### src/rtl/core/led_strip_comet_animator_assert.svh
// assertion macros shared by the comet animator rtl
// depends on a clock named clk and an active-high reset named rst in scope
`ifndef LED_STRIP_COMET_ANIMATOR_ASSERT_SVH
`define LED_STRIP_COMET_ANIMATOR_ASSERT_SVH

// combinational property checked at every edge outside reset
`define LCA_ASSERT_ALWAYS(lbl, cond, msg) \
  lbl: assert property (@(posedge clk) disable iff (rst) (cond)) else $error(msg);

// implication from one cycle to the next, outside reset
`define LCA_ASSERT_NEXT(lbl, ante, cons, msg) \
  lbl: assert property (@(posedge clk) disable iff (rst) (ante) |=> (cons)) else $error(msg);

`endif

### src/rtl/core/lca_pkg.sv
// shared constants, types and palette rom for the comet animator
// no dependencies
package lca_pkg;

  localparam int LedCount       = 64;
  localparam int CometLength    = 16;
  localparam int SweepsPerColor = 2;
  localparam int PaletteSize    = 24;
  localparam int PaletteFirst   = 2;

  localparam int LedW   = 6;
  localparam int ColorW = 5;
  localparam int SumW   = 8;

  // brightness shifts along and off the comet
  localparam logic [2:0] ShiftOff  = 3'd7;
  localparam logic [2:0] ShiftTail = 3'd6;
  localparam logic [2:0] ShiftMid  = 3'd5;
  localparam logic [2:0] ShiftNear = 3'd4;
  localparam logic [2:0] ShiftPeak = 3'd3;

  // comet band thresholds
  localparam int BandQuarter = CometLength / 4;
  localparam int BandTop     = CometLength - 4;
  localparam int BandHalfLo  = CometLength / 2 - 1;
  localparam int BandHalf    = CometLength / 2;

  // request to the pixel shading unit
  typedef struct packed {
    logic [LedW-1:0]   pos;
    logic [LedW-1:0]   head;
    logic [ColorW-1:0] old_idx;
    logic [ColorW-1:0] new_idx;
  } shade_req_t;

  // palette rom, indices past the end read as black
  function automatic logic [31:0] palette_color(input logic [ColorW-1:0] idx);
    logic [31:0] c;
    case (idx)
      5'd0:    c = 32'h00000000;
      5'd1:    c = 32'hffffff00;
      5'd2:    c = 32'hff000000;
      5'd3:    c = 32'h00ff0000;
      5'd4:    c = 32'h0000ff00;
      5'd5:    c = 32'hffff0000;
      5'd6:    c = 32'h00ffff00;
      5'd7:    c = 32'hff00ff00;
      5'd8:    c = 32'hff800000;
      5'd9:    c = 32'h8000ff00;
      5'd10:   c = 32'hff40a000;
      5'd11:   c = 32'h840ffe00;
      5'd12:   c = 32'h40a0ff00;
      5'd13:   c = 32'h40ff4000;
      5'd14:   c = 32'hffd00000;
      5'd15:   c = 32'hc0c0c000;
      5'd16:   c = 32'h80808000;
      5'd17:   c = 32'h80000000;
      5'd18:   c = 32'h80800000;
      5'd19:   c = 32'h00008000;
      5'd20:   c = 32'h00808000;
      5'd21:   c = 32'h4000a000;
      5'd22:   c = 32'hff007000;
      5'd23:   c = 32'h00a0ff00;
      default: c = 32'h00000000;
    endcase
    return c;
  endfunction

endpackage

### src/rtl/core/led_strip_comet_animator.sv
// top level of the comet animator: tick handshake, frame sequencer, output register
// depends on lca_pkg, lca_frame_timer, lca_shade and the assertion header
`include "led_strip_comet_animator_assert.svh"

// Each accepted tick beat carries the millisecond count. A tick that finds no
// frame due is taken and produces nothing. A due tick starts a frame of 64
// pixel beats, LED 0 first, tlast on the final one; the single shading unit
// makes one pixel per cycle while the output is not stalled. s_tready stays low
// while a frame is being produced; the output register lets the next tick be
// taken while the final pixel still waits. The frame period register resets to
// 20 ms and may be written only while no frame is in progress.
module led_strip_comet_animator (
  input  logic        clk,
  input  logic        rst,
  input  logic        cfg_wr_en,
  input  logic [31:0] cfg_wr_data,
  input  logic        s_tvalid,
  output logic        s_tready,
  input  logic [31:0] s_tdata,   // now_ms [31:0]
  output logic        m_tvalid,
  input  logic        m_tready,
  output logic [39:0] m_tdata,   // pixel_word [31:0], led_index [37:32], zero [39:38]
  output logic        m_tlast
);

  localparam logic StIdle = 1'b0;
  localparam logic StRun  = 1'b1;

  localparam logic [lca_pkg::LedW-1:0] LastLed = lca_pkg::LedW'(lca_pkg::LedCount - 1);

  logic                        state;
  logic                        state_next;
  logic [lca_pkg::LedW-1:0]    pos;
  logic [lca_pkg::LedW-1:0]    head;
  logic                        sweep;
  logic [lca_pkg::ColorW-1:0]  old_idx;
  logic [lca_pkg::ColorW-1:0]  new_idx;
  logic                        tick_accept;
  logic                        frame_due;
  logic                        load;
  logic                        frame_end;
  logic [1:0]                  sweep_inc;
  logic [lca_pkg::ColorW:0]    idx_inc;
  lca_pkg::shade_req_t         req;
  logic [31:0]                 pixel;

  assign s_tready    = (state == StIdle);
  assign tick_accept = s_tvalid && s_tready;
  assign load        = (state == StRun) && (!m_tvalid || m_tready);
  assign frame_end   = load && (pos == LastLed);

  lca_frame_timer u_timer (
    .clk         (clk),
    .rst         (rst),
    .cfg_wr_en   (cfg_wr_en),
    .cfg_wr_data (cfg_wr_data),
    .now_ms      (s_tdata),
    .tick_accept (tick_accept),
    .frame_due   (frame_due)
  );

  assign req.pos     = pos;
  assign req.head    = head;
  assign req.old_idx = old_idx;
  assign req.new_idx = new_idx;

  lca_shade u_shade (
    .req   (req),
    .pixel (pixel)
  );

  // sequencer
  always_comb begin
    state_next = state;
    unique case (state)
      StIdle: begin
        if (tick_accept && frame_due) state_next = StRun;
      end
      StRun: begin
        if (frame_end) state_next = StIdle;
      end
      default: state_next = StIdle;
    endcase
  end

  always_ff @(posedge clk) begin
    if (rst) begin
      state <= StIdle;
    end else begin
      state <= state_next;
    end
  end

  // led counter
  always_ff @(posedge clk) begin
    if (rst) begin
      pos <= '0;
    end else if (tick_accept) begin
      pos <= '0;
    end else if (load) begin
      pos <= pos + 1'b1;
    end
  end

  // head advance and palette stepping at the end of each frame
  assign sweep_inc = {1'b0, sweep} + 2'd1;
  assign idx_inc   = {1'b0, old_idx} + 1'b1;

  always_ff @(posedge clk) begin
    if (rst) begin
      head    <= '0;
      sweep   <= 1'b0;
      old_idx <= lca_pkg::ColorW'(lca_pkg::PaletteFirst);
      new_idx <= lca_pkg::ColorW'(lca_pkg::PaletteFirst);
    end else if (frame_end) begin
      if (head == LastLed) begin
        head <= '0;
        if (sweep_inc >= 2'(lca_pkg::SweepsPerColor)) begin
          sweep <= 1'b0;
          if (idx_inc >= (lca_pkg::ColorW+1)'(lca_pkg::PaletteSize)) begin
            new_idx <= lca_pkg::ColorW'(lca_pkg::PaletteFirst);
          end else begin
            new_idx <= idx_inc[lca_pkg::ColorW-1:0];
          end
        end else begin
          sweep   <= sweep_inc[0];
          old_idx <= new_idx;
        end
      end else begin
        head <= head + 1'b1;
      end
    end
  end

  // output register, one pixel beat
  always_ff @(posedge clk) begin
    if (rst) begin
      m_tvalid <= 1'b0;
    end else if (load) begin
      m_tvalid <= 1'b1;
    end else if (m_tready) begin
      m_tvalid <= 1'b0;
    end
  end

  always_ff @(posedge clk) begin
    if (load) begin
      m_tdata <= {2'b00, pos, pixel};
      m_tlast <= (pos == LastLed);
    end
  end

  // checks
  `LCA_ASSERT_ALWAYS(a_busy_not_ready, !(s_tready && (state == StRun)), "tick taken mid frame")
  `LCA_ASSERT_ALWAYS(a_last_index, !(m_tvalid && m_tlast) || (m_tdata[37:32] == LastLed), "tlast off the final led")
  `LCA_ASSERT_NEXT(a_frame_done, frame_end, (state == StIdle) && m_tvalid && m_tlast, "frame did not close")
  `LCA_ASSERT_ALWAYS(a_color_range, (old_idx >= lca_pkg::ColorW'(lca_pkg::PaletteFirst)) && (new_idx < lca_pkg::ColorW'(lca_pkg::PaletteSize)), "colour index out of palette")

endmodule

### src/rtl/core/lca_frame_timer.sv
// frame period register and frame due check
// depends on lca_pkg
module lca_frame_timer (
  input  logic        clk,
  input  logic        rst,
  input  logic        cfg_wr_en,
  input  logic [31:0] cfg_wr_data,
  input  logic [31:0] now_ms,
  input  logic        tick_accept,
  output logic        frame_due
);

  logic [31:0] frame_period_ms;
  logic [31:0] last_frame_ms;
  logic [31:0] deadline;

  // wrapped deadline, a frame is due strictly after it
  assign deadline  = last_frame_ms + frame_period_ms;
  assign frame_due = (deadline < now_ms);

  // period register
  always_ff @(posedge clk) begin
    if (rst) begin
      frame_period_ms <= 32'd20;
    end else if (cfg_wr_en) begin
      frame_period_ms <= cfg_wr_data;
    end
  end

  // time of the last frame
  always_ff @(posedge clk) begin
    if (rst) begin
      last_frame_ms <= '0;
    end else if (tick_accept && frame_due) begin
      last_frame_ms <= now_ms;
    end
  end

endmodule

### src/rtl/core/lca_shade.sv
// shared pixel unit: comet brightness shift, colour pick and lane dimming
// depends on lca_pkg
module lca_shade (
  input  lca_pkg::shade_req_t req,
  output logic [31:0]         pixel
);

  logic [lca_pkg::SumW-1:0] pos_sum;
  logic [lca_pkg::SumW-1:0] head_ext;
  logic [lca_pkg::SumW-1:0] wrap_top;
  logic [lca_pkg::SumW-1:0] t;
  logic                     on_comet;
  logic [2:0]               sh;
  logic [31:0]              color;

  // offset of this led along the comet, wrapping past the strip end
  always_comb begin
    pos_sum  = {{(lca_pkg::SumW-lca_pkg::LedW){1'b0}}, req.pos}
               + lca_pkg::SumW'(lca_pkg::CometLength);
    head_ext = {{(lca_pkg::SumW-lca_pkg::LedW){1'b0}}, req.head};
    wrap_top = head_ext + lca_pkg::SumW'(lca_pkg::LedCount);
    on_comet = 1'b0;
    t        = '0;
    if (req.pos < req.head) begin
      if (pos_sum >= head_ext) begin
        on_comet = 1'b1;
        t        = pos_sum - head_ext;
      end
    end else if (pos_sum > wrap_top) begin
      on_comet = 1'b1;
      t        = pos_sum - wrap_top;
    end
  end

  // brightness band along the comet
  always_comb begin
    if (!on_comet || t >= lca_pkg::SumW'(lca_pkg::CometLength)) begin
      sh = lca_pkg::ShiftOff;
    end else if (t < lca_pkg::SumW'(lca_pkg::BandQuarter) ||
                 t > lca_pkg::SumW'(lca_pkg::BandTop)) begin
      sh = lca_pkg::ShiftTail;
    end else if (t < lca_pkg::SumW'(lca_pkg::BandHalfLo) ||
                 t > lca_pkg::SumW'(lca_pkg::BandHalf)) begin
      sh = lca_pkg::ShiftMid;
    end else if (t != lca_pkg::SumW'(lca_pkg::BandHalf)) begin
      sh = lca_pkg::ShiftNear;
    end else begin
      sh = lca_pkg::ShiftPeak;
    end
  end

  // leds behind the head show the new colour
  assign color = lca_pkg::palette_color((req.pos < req.head) ? req.new_idx : req.old_idx);

  // each byte lane shifted on its own, low byte stays clear
  assign pixel = {color[31:24] >> sh, color[23:16] >> sh, color[15:8] >> sh, 8'h00};

endmodule
### config.mk
export PLATFORM = sky130hd
export DESIGN_NAME = led_strip_comet_animator
export DESIGN_NICKNAME = d
export VERILOG_FILES = /design/src/rtl/core/lca_pkg.sv /design/src/rtl/core/led_strip_comet_animator.sv /design/src/rtl/core/lca_frame_timer.sv /design/src/rtl/core/lca_shade.sv
export VERILOG_INCLUDE_DIRS = /design/src /design/src/rtl/core
export SDC_FILE = /design/constraint.sdc
export NUM_CORES = 1
export LEC_CHECK = 0
export ABC_AREA = 1
export BUFFER_PORTS_ARGS = -buffer_cell sky130_fd_sc_hd__buf_2
export CORE_MARGIN = 4
export CORE_UTILIZATION = 52
export CTS_CLUSTER_SIZE = 10
export DETAILED_ROUTE_END_ITERATION = 8
export PLACE_DENSITY = 0.73
export SYNTH_ARGS = -nofsm -noshare
export SYNTH_HDL_FRONTEND = slang
export SYNTH_SLANG_ARGS = --single-unit
### constraint.sdc
create_clock -name clk -period 6.1 [get_ports clk]
set_input_delay 1.22 -clock clk [delete_from_list [all_inputs] [get_ports clk]]
set_output_delay 1.22 -clock clk [all_outputs]
set_load 0.03 [all_outputs]
==> results of run 1 <==
## flip-flops by register name, summed over array words and instances (netlist names)
name	cells
pos	6
old_idx	5
m_tvalid	1
m_tlast	1
new_idx	5
head	6
m_tdata	30
u_timer.frame_period_ms	32
state	1
sweep	1
u_timer.last_frame_ms	32
## cells by family (layout without fill, tap and decap cells)
kind of cell / after synthesis / count (layout) / synth area share [%]
fa+ha+maj: 82 / 82 / 13.0
flops: 120 / 120 / 33.6
buf+inv: 173 / 271 / 9.00
other cells: 1 / 19 / 0.0464
xor+xnor: 38 / 38 / 4.12
compound gates: 273 / 273 / 17.8
simple gates: 421 / 421 / 22.4
## stage by stage
step / cell area, sq um / util (%)
2_1_floorplan: 8150 / -
3_3_place_gp: 8690 / 57.2
3_5_place_dp: 8690 / 57.2
4_1_cts: 9240 / 60.7
5_1_grt: 9240 / 60.7
6_report: 9240 / 60.7
## worst min path at each step
stage / cells after the start / startpoint / endpoint
after global placement: 2 / u_timer.frame_period_ms[4] / u_timer.frame_period_ms[4]
after global routing: 2 / sweep / sweep
after floorplan: 2 / u_timer.frame_period_ms[2] / u_timer.frame_period_ms[2]
final: 2 / u_timer.frame_period_ms[4] / u_timer.frame_period_ms[4]
after CTS: 2 / u_timer.frame_period_ms[4] / u_timer.frame_period_ms[4]
after detailed placement: 2 / u_timer.frame_period_ms[4] / u_timer.frame_period_ms[4]
## layout make-up
type	count	area, sq um
multi-input combinational	833	4710
clock inverter	15	118
clock buffer	17	425
sequential	120	2710
timing repair buffer	105	536
fill	1441	5970
tap	188	235
inverter	134	503
## synthesized netlist by cell type, drive strengths merged, types with 2 or more instances
cell	number	share of area (%)
ha	79	12
o31ai	2	0.19
or2	4	0.31
nand2	200	9.8
a21boi	4	0.37
fa	3	0.74
xor2	19	2.1
nand4	10	0.77
nand3	52	3.5
inv	131	6.1
dfxtp	89	22
edfxtp	31	12
o211ai	7	0.65
nor2	129	6.2
a31oi	4	0.31
buf	16	1.7
nor3	16	1.1
and3	2	0.15
and2	2	0.15
clkbuf	23	1.1
a211oi	3	0.28
xnor2	19	2.1
o21ai	117	7.5
nor4	5	0.39
a21oi	135	8.4
clkinv	3	0.14
## routing by layer
metal | track usage [%] | share of wire (%)
met1 | 27.9 | 46
met4 | 6.99 | 1.9
met3 | 4.03 | 3.8
met5 | 0 | 0
met2 | 37.5 | 48
## where the power goes
group / internal (W) / total (W) / switching, W
Sequential: 0.000937 / 0.000988 / 0.0000512
Clock: 0.000525 / 0.000926 / 0.000402
Combinational: 0.000313 / 0.000885 / 0.000572
Total: 0.00177 / 0.00280 / 0.00102
## worst max-delay path: stages, from the launching register on
cell and delay [ns]:
dfxtp_1 0.33, ha_1 0.18, inv_1 0.06, fa_1 0.43
inv_1 0.09, a21oi_1 0.11, o21ai_0 0.47, a21oi_1 0.18
o21ai_0 0.39, a21oi_1 0.14, xnor2_1 0.16, ha_1 0.28
nand2_1 0.08, o21ai_1 0.07, nand3_1 0.07, nand2_1 0.05
nand2_1 0.05, a21oi_1 0.05, nor3_1 0.13, nand2_1 0.13
clkinv_1 0.07, buf_4 0.44, o21ai_0 0.18, a21oi_1 0.16
==> results.md, run 1 <==
* Synthesized area at 8080 sq um
* Count of final hold-check violations at 0
* RSZ-0062 raised after global routing: false
* Clk pin slew, worst setup/hold paths at 0.06 ns
* Max-capacitance violation count at 0
* Overflow after GRT at 0
* Most common cell after layout, fill and taps aside: nand2_1
* Gpl congestion at 0.929
* Hold crit path type: flip-flop to flip-flop
* Synth Register Bits at 120
* Worst R2R Path Depth at 23
* EDFF count, synth at 31
* Period utilization at 72.2%
* CP startpoint: u_timer.last_frame_ms[0]
* Top-level port count at 112
* Layout Cells excl Fill at 1412
* Critical Path Sink Type: flip-flop
* DRT Pass-1 Iters at 5
* Largest net degree at the start of global routing at 72
* Avg Cell Area, Syn at 7.29 sq um
* Synth warn at 0
* Max_slew headroom at 60.0%
* Worst ir drop on vdd at 201 uV
* Total Nets Final at 1362
* Cell count after synthesis at 1108
* Worst EP required at 6.46 ns
* Die Area at 17600 sq um
* Global Route Usage Sum at 21.8%
* Setup slack after placement at 1.79 ns
* First-pass GRT wire length at 32100 um
* Post-CTS Resized at 0
* Layout area overhead at 14.3%
* Vias per cell at 5.24
* Max-slew violation count at 0
* CP startpoint kind: flip-flop
* Initial core utilization at 53.1%
* Number of buffers added for setup after CTS at 0
* Min Tclk post-route at 4.41 ns
* Antenna Violating Nets Remaining at 0
* Max frequency at 227 MHz
* Core area at 15200 sq um
* Leakage at 4.47 nW
* Max FO, Critical Path at 62
* Vias at 7398
* Critical path class: flip-flop to flip-flop
* Asr flop ratio synth at 0%
* Skew-Pair Late Insertion Delay at 0.43 ns
* Final Routed Wirelength at 18700 um
* HPWL Detailed at 14200 um
* Drt drc at 0
* Critical R2R Capture: u_timer.last_frame_ms[18]
* H-tree depth at 4
* Post-synthesis sequential area ratio at 33.6%
* Number of distinct library cells after synthesis at 46
* Reg2Reg Launch Point: u_timer.last_frame_ms[0]
* Die W at 133 um
* Pwr Total at 0.00280 W
* Rows at 45
* Initial DRC count at 371
* Reg2Reg Setup Slack at 1.69 ns
* Hold buffer count at CTS at 0
* Commonest cells after routing, fill and taps aside: nand2_1, a21oi_1, nor2_1, inv_1, o21ai_0
* CTS Sinks at 120
* Total CTS buffers at 17
* Layout cells sized above 1 at 14.2%
* TritonCTS clock tree: yes
* Root buffer cell: clkbuf_16
* Setup Skew at 0.0112 ns
* Synth Flop Type: dfxtp_1
* Vias in the first global route at 7068
* Worst Path Arrival at 4.76 ns
* Initial antenna violation count at 0
* Final WS setup at 1.69 ns
* Power density over cell area at 303 nW/um^2
* Crit path capture: u_timer.last_frame_ms[18]
* # port buffers at 101
* Tightest Pin Transition at 0.599 ns
* Status: completed
* Max clock buf depth at 2
* Final count of negative-setup-slack endpoints at 0
* Final hold slack at 0.470 ns
* Ant diodes at 0
* Dpl cells at 1380
* Setup TNS at 0 ns
* Wirelength per Cell at 13.2 um
* Die H at 133 um
No activity file was read; power rests on OpenSTA's default activity.
==> run 2, diff against run 1 <==
Clock period 6.1 ns to 4.5 ns, I/O delays scaled along.
==> run 2 against run 1 <==
- sequential power up 36%
- clock power up 46%
- hold slack worse by 0.0011 ns
- critical path type unchanged
- largest power group is now clock
==> results.md, run 2 (same netlist as run 1, synthesis figures left out) <==
* Die H at 133 um
* Ant diodes at 0
* Clk pin slew, worst setup/hold paths at 0.06 ns
* HPWL Detailed at 14300 um
* Setup slack after placement at 0.393 ns
* Setup TNS at 0 ns
* Number of fill cells at 1409
* Total Nets Final at 1365
* # port buffers at 101
* DRT Pass-1 Iters at 5
* Hold crit path type: flip-flop to flip-flop
* RSZ-0062 raised after global routing: false
* Wirelength per Cell at 13.2 um
* Min Tclk post-route at 3.99 ns
* Max FO, Critical Path at 30
* Slowest-stage cell, CP: o21ai_0
* Die W at 133 um
* Crit. path cell count at 22
* Vias at 7374
* TritonCTS clock tree: yes
* Pwr Total at 0.00390 W
* Die Area at 17600 sq um
* Leading registers by flop count: u_timer.frame_period_ms: 32 flops, u_timer.last_frame_ms: 32 flops, m_tdata: 30 flops
* Power density over cell area at 420 nW/um^2
* Max-capacitance violation count at 0
* Overflow after GRT at 0
* Vias in the first global route at 6900
* Initial core utilization at 53.1%
* Layout Cells excl Fill at 1415
* CP startpoint: u_timer.last_frame_ms[4]
* Period utilization at 88.6%
* Tightest Pin Transition at 0.983 ns
* Delay-heaviest family, CP: compound AO/OA/AOI/OAI gates
* CTS Sinks at 120
* Cell mode on critical path: a21oi_1
* Rows at 45
* Crit-path cells: ha_1 -> nand2_1 -> o21ai_0 -> a21oi_1 -> o21ai_1 -> a21oi_1 -> o21ai_0 -> a21oi_1 -> xnor2_1 -> ha_1 -> a21oi_1 -> o21ai_1 -> nand3_1 -> nand2_1 -> nand2_1 -> a21oi_1 -> nor3_1 -> nand2_1 -> clkinv_1 -> buf_4 -> o21ai_0 -> a21oi_1
* Final count of negative-setup-slack endpoints at 0
* H-tree depth at 4
* Final Routed Wirelength at 18700 um
* WP buf/inv at 2
* Initial DRC count at 385
* Setup Skew at 0.0127 ns
* Critical Path Sink Type: flip-flop
* Status: completed
* Count of final hold-check violations at 0
* Total CTS buffers at 17
* Max-slew violation count at 0
* Root buffer cell: clkbuf_16
* Worst R2R Path Depth at 22
* CP startpoint kind: flip-flop
* Commonest cells after routing, fill and taps aside: nand2_1, a21oi_1, nor2_1, inv_1, o21ai_0
* Crit path capture: u_timer.last_frame_ms[6]
* Drt drc at 0
* First-pass GRT wire length at 31600 um
* CP max stage delay at 0.44 ns
* Layout area overhead at 15.1%
* Global Route Usage Sum at 21.5%
* Utilization after layout at 61.1%
* Dpl cells at 1383
* Layout cells sized above 1 at 14.4%
* Vias per cell at 5.21
* Critical path class: flip-flop to flip-flop
* Skew-Pair Late Insertion Delay at 0.43 ns
* Worst EP required at 4.85 ns
* Worst Path Arrival at 4.34 ns
* Most common cell after layout, fill and taps aside: nand2_1
* Reg2Reg Launch Point: u_timer.last_frame_ms[4]
* Critical R2R Capture: u_timer.last_frame_ms[6]
* Reg2Reg Setup Slack at 0.51 ns
* Leakage at 4.50 nW
* Largest net degree at the start of global routing at 40
* Initial antenna violation count at 0
* Gpl congestion at 0.948
* Max frequency at 251 MHz
* Top-level port count at 112
* Max_slew headroom at 34.4%
* Core area at 15200 sq um
* Worst ir drop on vdd at 272 uV
* Antenna Violating Nets Remaining at 0
* Final WS setup at 0.515 ns
* Max clock buf depth at 2
## run 2: cell count changes in the layout (fill, tap and decap cells not counted)
cell / change
inv_8: +2
clkinv_2: -3
a21boi_0: -1
clkinv_4: -1
buf_4: +3
o21ai_0: -2
o21ai_1: +2
bufinv_16: +1
a21boi_1: +1
inv_6: +1
## run 2: worst min-delay path by stage
stage / start / end / slack [ns] / depth (start not counted)
floorplan: u_timer.frame_period_ms[2] / u_timer.frame_period_ms[2] / 0.43 / 2
global placement: u_timer.frame_period_ms[4] / u_timer.frame_period_ms[4] / 0.45 / 2
CTS: u_timer.frame_period_ms[4] / u_timer.frame_period_ms[4] / 0.47 / 2
global route: u_timer.frame_period_ms[4] / u_timer.frame_period_ms[4] / 0.49 / 2
detailed placement: u_timer.frame_period_ms[4] / u_timer.frame_period_ms[4] / 0.45 / 2
finish: u_timer.frame_period_ms[4] / u_timer.frame_period_ms[4] / 0.47 / 2
## run 2: repair_timing
item | CTS | global route
gates resized for setup | 0 | 3
setup buffers | 0 | 0
endpoints found under the setup margin | 0 | 31
hold buffers | 0 | 0
## run 2: stage by stage
| stage | hold slack [ns] | area, sq um |
|---|---|---|
| 5_1_grt | 0.485 | 9300 |
| 6_report | 0.469 | 9300 |
| 3_3_place_gp | 0.448 | 8710 |
| 4_1_cts | 0.468 | 9300 |
| 2_1_floorplan | 0.433 | 8150 |
| 3_5_place_dp | 0.452 | 8710 |
## run 2: tightest hold or removal path, delay by kind of cell (launching register included)
family	cells	cell delay, ns
flops	1	0.33
simple gates	2	0.10
## run 2: final cells by class
type	count	area, sq um	area share (%)
multi-input combinational	833	4710	50.6
inverter	134	503	5.41
sequential	120	2710	29.2
clock inverter	15	155	1.67
clock buffer	17	425	4.58
tap	188	235	2.53
timing repair buffer	108	558	6.00
## run 2: where the power goes
group / internal, W / switching [W]
sequential: 0.00127 / 0.0000689
combinational: 0.000433 / 0.000775
clock: 0.000781 / 0.000574
total: 0.00248 / 0.00142
## run 2: routing by layer
metal,vias to the layer above,track usage (%),share of wire [%]
li1,3893,-,-
met1,3263,27.7,46
met2,187,36.7,48
met5,-,0,0
met4,0,7.04,1.8
met3,31,3.73,4.2
